$ cat src/hdl/c8ic_pkg.sv
// Shared types and constants for the CHIP-8 instruction core.
// Used by the controller, the datapath and the top level; depends on nothing.
package c8ic_pkg;

    localparam int MEMORY_BYTES   = 4096;
    localparam int SCREEN_COLUMNS = 64;
    localparam int SCREEN_LINES   = 32;
    localparam int ADDR_W         = 12;
    localparam int ROW_W          = 5;
    localparam int COL_W          = 6;
    localparam int VREG_COUNT     = 16;
    localparam int VREG_W         = 4;

    localparam logic [ADDR_W-1:0] START_DEFAULT = 12'h202;
    localparam logic [15:0]       OP_CLEAR      = 16'h00E0;

    // Item modes carried in tuser.
    localparam logic [1:0] MODE_WRITE = 2'd0;
    localparam logic [1:0] MODE_EXEC  = 2'd1;
    localparam logic [1:0] MODE_ROW   = 2'd2;
    localparam logic [1:0] MODE_REG   = 2'd3;

    // Decoded instruction classes.
    localparam logic [2:0] CLS_NONE  = 3'd0;
    localparam logic [2:0] CLS_CLEAR = 3'd1;
    localparam logic [2:0] CLS_JUMP  = 3'd2;
    localparam logic [2:0] CLS_SET   = 3'd3;
    localparam logic [2:0] CLS_ADD   = 3'd4;
    localparam logic [2:0] CLS_INDEX = 3'd5;
    localparam logic [2:0] CLS_DRAW  = 3'd6;

    // Commands from the controller to the datapath.
    typedef struct packed {
        logic load_item;
        logic mem_wr;
        logic item_rd;
        logic fetch_hi;
        logic fetch_lo;
        logic fetch_done;
        logic exec;
        logic add_wr;
        logic cap_col;
        logic cap_row;
        logic row_rd;
        logic row_wr;
        logic vf_wr;
        logic out_load;
    } t_cmd;

    // Status from the datapath to the controller.
    typedef struct packed {
        logic [2:0] cls;
        logic       n_zero;
        logic       last_row;
    } t_stat;

    // One result item, program counter in the lowest bits.
    typedef struct packed {
        logic        redraw;
        logic [63:0] row_pixels;
        logic [7:0]  register_value;
        logic [11:0] index_value;
        logic [15:0] instruction;
        logic [11:0] program_counter;
    } t_result;

endpackage

$ cat src/hdl/c8ic_ctrl.sv
// Controller state machine of the CHIP-8 instruction core.
// Depends on c8ic_pkg; drives the datapath through t_cmd and reads t_stat.
module c8ic_ctrl (
    input  logic             i_clk,
    input  logic             i_rst_n,
    input  logic             i_in_valid,
    output logic             o_in_ready,
    input  logic [1:0]       i_mode,
    output logic             o_out_valid,
    input  logic             i_out_ready,
    output c8ic_pkg::t_cmd   o_cmd,
    input  c8ic_pkg::t_stat  i_stat
);
    import c8ic_pkg::*;

    localparam logic [3:0] S_IDLE     = 4'd0;
    localparam logic [3:0] S_MEMWR    = 4'd1;
    localparam logic [3:0] S_READ     = 4'd2;
    localparam logic [3:0] S_FETCH0   = 4'd3;
    localparam logic [3:0] S_FETCH1   = 4'd4;
    localparam logic [3:0] S_FETCH2   = 4'd5;
    localparam logic [3:0] S_DECODE   = 4'd6;
    localparam logic [3:0] S_ADD      = 4'd7;
    localparam logic [3:0] S_DRAW_X   = 4'd8;
    localparam logic [3:0] S_DRAW_Y   = 4'd9;
    localparam logic [3:0] S_ROW_RD   = 4'd10;
    localparam logic [3:0] S_ROW_WR   = 4'd11;
    localparam logic [3:0] S_DRAW_END = 4'd12;
    localparam logic [3:0] S_FIN      = 4'd13;

    logic [3:0] r_state, n_state;
    logic       r_out_valid, n_out_valid;

    // Next state and command decode.
    always_comb begin
        n_state     = r_state;
        n_out_valid = r_out_valid;
        o_cmd       = '0;
        o_in_ready  = 1'b0;
        if (r_out_valid && i_out_ready) begin
            n_out_valid = 1'b0;
        end
        unique case (r_state)
            S_IDLE: begin
                o_in_ready = 1'b1;
                if (i_in_valid) begin
                    o_cmd.load_item = 1'b1;
                    unique case (i_mode)
                        MODE_WRITE: n_state = S_MEMWR;
                        MODE_EXEC:  n_state = S_FETCH0;
                        default:    n_state = S_READ;
                    endcase
                end
            end
            S_MEMWR: begin
                o_cmd.mem_wr = 1'b1;
                n_state      = S_FIN;
            end
            S_READ: begin
                o_cmd.item_rd = 1'b1;
                n_state       = S_FIN;
            end
            S_FETCH0: begin
                o_cmd.fetch_hi = 1'b1;
                n_state        = S_FETCH1;
            end
            S_FETCH1: begin
                o_cmd.fetch_lo = 1'b1;
                n_state        = S_FETCH2;
            end
            S_FETCH2: begin
                o_cmd.fetch_done = 1'b1;
                n_state          = S_DECODE;
            end
            S_DECODE: begin
                o_cmd.exec = 1'b1;
                priority if (i_stat.cls == CLS_ADD) begin
                    n_state = S_ADD;
                end else if (i_stat.cls == CLS_DRAW) begin
                    n_state = S_DRAW_X;
                end else begin
                    n_state = S_FIN;
                end
            end
            S_ADD: begin
                o_cmd.add_wr = 1'b1;
                n_state      = S_FIN;
            end
            S_DRAW_X: begin
                o_cmd.cap_col = 1'b1;
                n_state       = S_DRAW_Y;
            end
            S_DRAW_Y: begin
                o_cmd.cap_row = 1'b1;
                n_state       = i_stat.n_zero ? S_DRAW_END : S_ROW_RD;
            end
            S_ROW_RD: begin
                o_cmd.row_rd = 1'b1;
                n_state      = S_ROW_WR;
            end
            S_ROW_WR: begin
                o_cmd.row_wr = 1'b1;
                n_state      = i_stat.last_row ? S_DRAW_END : S_ROW_RD;
            end
            S_DRAW_END: begin
                o_cmd.vf_wr = 1'b1;
                n_state     = S_FIN;
            end
            S_FIN: begin
                // Wait until the output register is free.
                if (!r_out_valid || i_out_ready) begin
                    o_cmd.out_load = 1'b1;
                    n_out_valid    = 1'b1;
                    n_state        = S_IDLE;
                end
            end
            default: begin
                n_state = S_IDLE;
            end
        endcase
    end

    // State registers.
    always_ff @(posedge i_clk) begin
        if (!i_rst_n) begin
            r_state     <= S_IDLE;
            r_out_valid <= 1'b0;
        end else begin
            r_state     <= n_state;
            r_out_valid <= n_out_valid;
        end
    end

    assign o_out_valid = r_out_valid;

endmodule

$ cat config.mk
export PLATFORM = sky130hd
export DESIGN_NAME = c8ic_ctrl
export DESIGN_NICKNAME = d
export VERILOG_FILES = /design/src/hdl/c8ic_pkg.sv /design/src/hdl/c8ic_ctrl.sv
export SDC_FILE = /design/constraint.sdc
export NUM_CORES = 1
export LEC_CHECK = 0
export ABC_AREA = 1
export BUFFER_PORTS_ARGS = -buffer_cell sky130_fd_sc_hd__buf_2
export CAP_MARGIN = 20
export CORE_AREA = 5 5 42 44
export CTS_CLUSTER_DIAMETER = 150
export DETAILED_ROUTE_END_ITERATION = 8
export DIE_AREA = 0 0 47 49
export PLACE_DENSITY = 0.64
export SLEW_MARGIN = 15
export SYNTH_ARGS = -nofsm -noshare
export SYNTH_HDL_FRONTEND = slang
export SYNTH_SLANG_ARGS = --single-unit
$ cat constraint.sdc
create_clock -name i_clk -period 1.3 [get_ports i_clk]
set_clock_uncertainty 0.1 [all_clocks]
set_input_delay 0.065 -clock i_clk [delete_from_list [all_inputs] [get_ports i_clk]]
set_output_delay 0.065 -clock i_clk [all_outputs]
set_load 0.01 [all_outputs]
==> metrics <==
Synthesis Warnings=0; Hold Slack=72.4 ps; syn avg cell area=between 4 and 5 um^2; register area=115 um^2; max_cap viols=0; crit start category=flip-flop; Die Span Y=49 um; clk_lat worst skew=240 ps; Layout area overhead=76.6%; crit path kind=reg -> out; initial core utilization=0.328; Seq cells post-synth=5; global-route wire length before repair=~2200 um; htree depth=1; DRT antenna net count=0; nets@finish=144; critical path data required time=roughly 1100 ps; Synth cell types=10; largest net degree at the start of global routing=7; DRC=0; Initial DRT Pass Iterations=4; design area=811 um^2; dpl hpwl=1120 um; cell with the most instances after synthesis=nand2_1; Setup-failing EPs final=0; placed instance area=662 um^2; min Tclk post-route=1300 ps; gpl congestion=0.816; Cell Pwr Density=1800 nW/um^2; fin cells=148; Antenna diodes=0; CTS root buf=clkbuf_4; FILL cells=139; layout cells sized above 1=0.477; Crit. End Element=output port; internal power=754 uW; FMAX=around 770 MHz; CTS Buf Count=3; gr usage total=0.125; final hold violations=0; status=finished, final reports clean; Peak VDD IR=1020 uV; Post-Syn Nets=between 100 and 150; Gate Count Post-Synth=94; Slew @ Worst Pin=251 ps; hold crit path type=in -> reg; aggregate global routing overflow=0; EDFF count, synth=0; initial DRC count=13; placed cells=between 100 and 150; initial antenna violation count=0; Psw=707 uW; sequential area share after synthesis=0.218; Setup WS pre-CTS=-94.5 ps; routed length per placed instance=9.42 um; Die Area=2300 um^2; logic gate share of total power=0.642; CP arrival=roughly 1100 ps; Design Power=1.46 mW; Post-synth ARST share=0; CTS clk-pin slew, worst paths=40 ps; RSZ-0062 raised after global routing=true; CTS tree=built; area share of the largest cell type after synthesis=0.221; final worst-path cycle share=1.00; switching part of the total=0.484; CP Max Fanout=5; multi-input logic area=roughly 340 um^2; PortBufs=26; top post-synthesis cells by area=nand2_1, dfxtp_1, inv_1, nor2_1, nand3_1; Die W=47 um; Rel. slew slack=0.832; Bufs on Longest Clock Path=2; routed vias/inst=roughly 4.6; row count=14; commonest cells in the netlist=nand2_1, inv_1, nor2_1; area leader, netlist=nand2_1; number of global-route vias before repair=587; final wirelength=1390 um; clock network fraction of total power=0.123; IO Pins=27; Leak=0.526 nW; Via Count=687; Final Max Tran Viols=0; Post-Synthesis Cell Area=between 400 and 500 um^2; core area=1400 um^2; ys flop type=dfxtp_1; final worst slack=approximately 0.41 ps; Reg power frac=0.234; clock sink count=5
==> state kept, by name, indices dropped and copies added, names as in the netlist <==
name         flops
o_out_valid      1
r_state          4
==> cell usage in the layout (no fill, tap or decap) <==
cell and instances:
a21oi_1 1, a21oi_2 1, buf_2 25, buf_4 5
buf_6 3, clkbuf_1 1, clkbuf_4 3, dfxtp_1 1
dfxtp_4 4, dlygate4sd3_1 1, inv_1 20, inv_2 3
inv_4 2, nand2_1 21, nand2_2 4, nand2_4 2
nand3_1 6, nand3_2 2, nand3b_1 1, nand4_1 1
nor2_1 12, nor2_2 5, nor2_4 3, nor3_2 1
o21ai_0 4
==> critical path, stage by stage (launching register included) <==
cell and delay, ps:
dfxtp_4 360, inv_4 70, nand2_4 70, buf_6 120
nor3_2 130, buf_2 150
==> routing by layer <==
metal	wire, um	global-route usage
met1	557	0.150
met2	728	0.217
met3	109	0.0258
met4	0	0.0276
met5	0	0
==> cells by family after synthesis <==
kind of cell           after synthesis  share of synthesized area
AND/OR/NAND/NOR                     58                      0.512
buffers and inverters               25                      0.204
AO/OA/AOI/OAI                        6                     0.0654
flip-flops                           5                      0.218
==> worst paths after layout <==
check | start | end | slack, ps | depth (start not counted)
worst max-delay path | r_state[1]$_SDFFE_PN0P_ | o_cmd[0] | 0.4 | 5
worst min register to register | o_out_valid$_SDFF_PN0_ | r_state[0]$_SDFFE_PN0P_ | 520 | 4
worst min-delay path | i_out_ready | r_state[0]$_SDFFE_PN0P_ | 70 | 4
worst max register to register | r_state[2]$_SDFFE_PN0P_ | r_state[0]$_SDFFE_PN0P_ | 40 | 9
==> power by group through the flow <==
stage	registers [mW]	logic [mW]	clock network, mW
floorplan	0.246	0.486	0
global placement	0.260	0.772	0
detailed placement	0.261	0.779	0
CTS	0.332	0.857	0.184
global route	0.351	1.06	0.193
finish	0.342	0.939	0.180
==> per-stage QoR <==
step                utilization  setup TNS (ps)
floorplan                     -               0
global placement          0.472            -120
detailed placement        0.472            -182
CTS                       0.543           -13.1
global route              0.579            -402
finish                    0.579               0
==> area by class of cell <==
| type | count | area share |
|---|---|---|
| clock buffers | 4 | 0.0324 |
| inverters | 25 | 0.122 |
| multi-input cells | 64 | 0.424 |
| flip-flops and latches | 5 | 0.142 |
| well taps | 16 | 0.0247 |
| repair buffers | 34 | 0.255 |
==> timing repair <==
action | 4_1_cts | 5_1_grt
setup buffers | 1 | 1
setup endpoints to repair | 17 | 14
hold endpoints to repair | 3 | 0
resized for setup | 27 | 14
pin swaps | 4 | 8
hold buffers | 1 | 0
No activity file was read; power rests on OpenSTA's default activity.
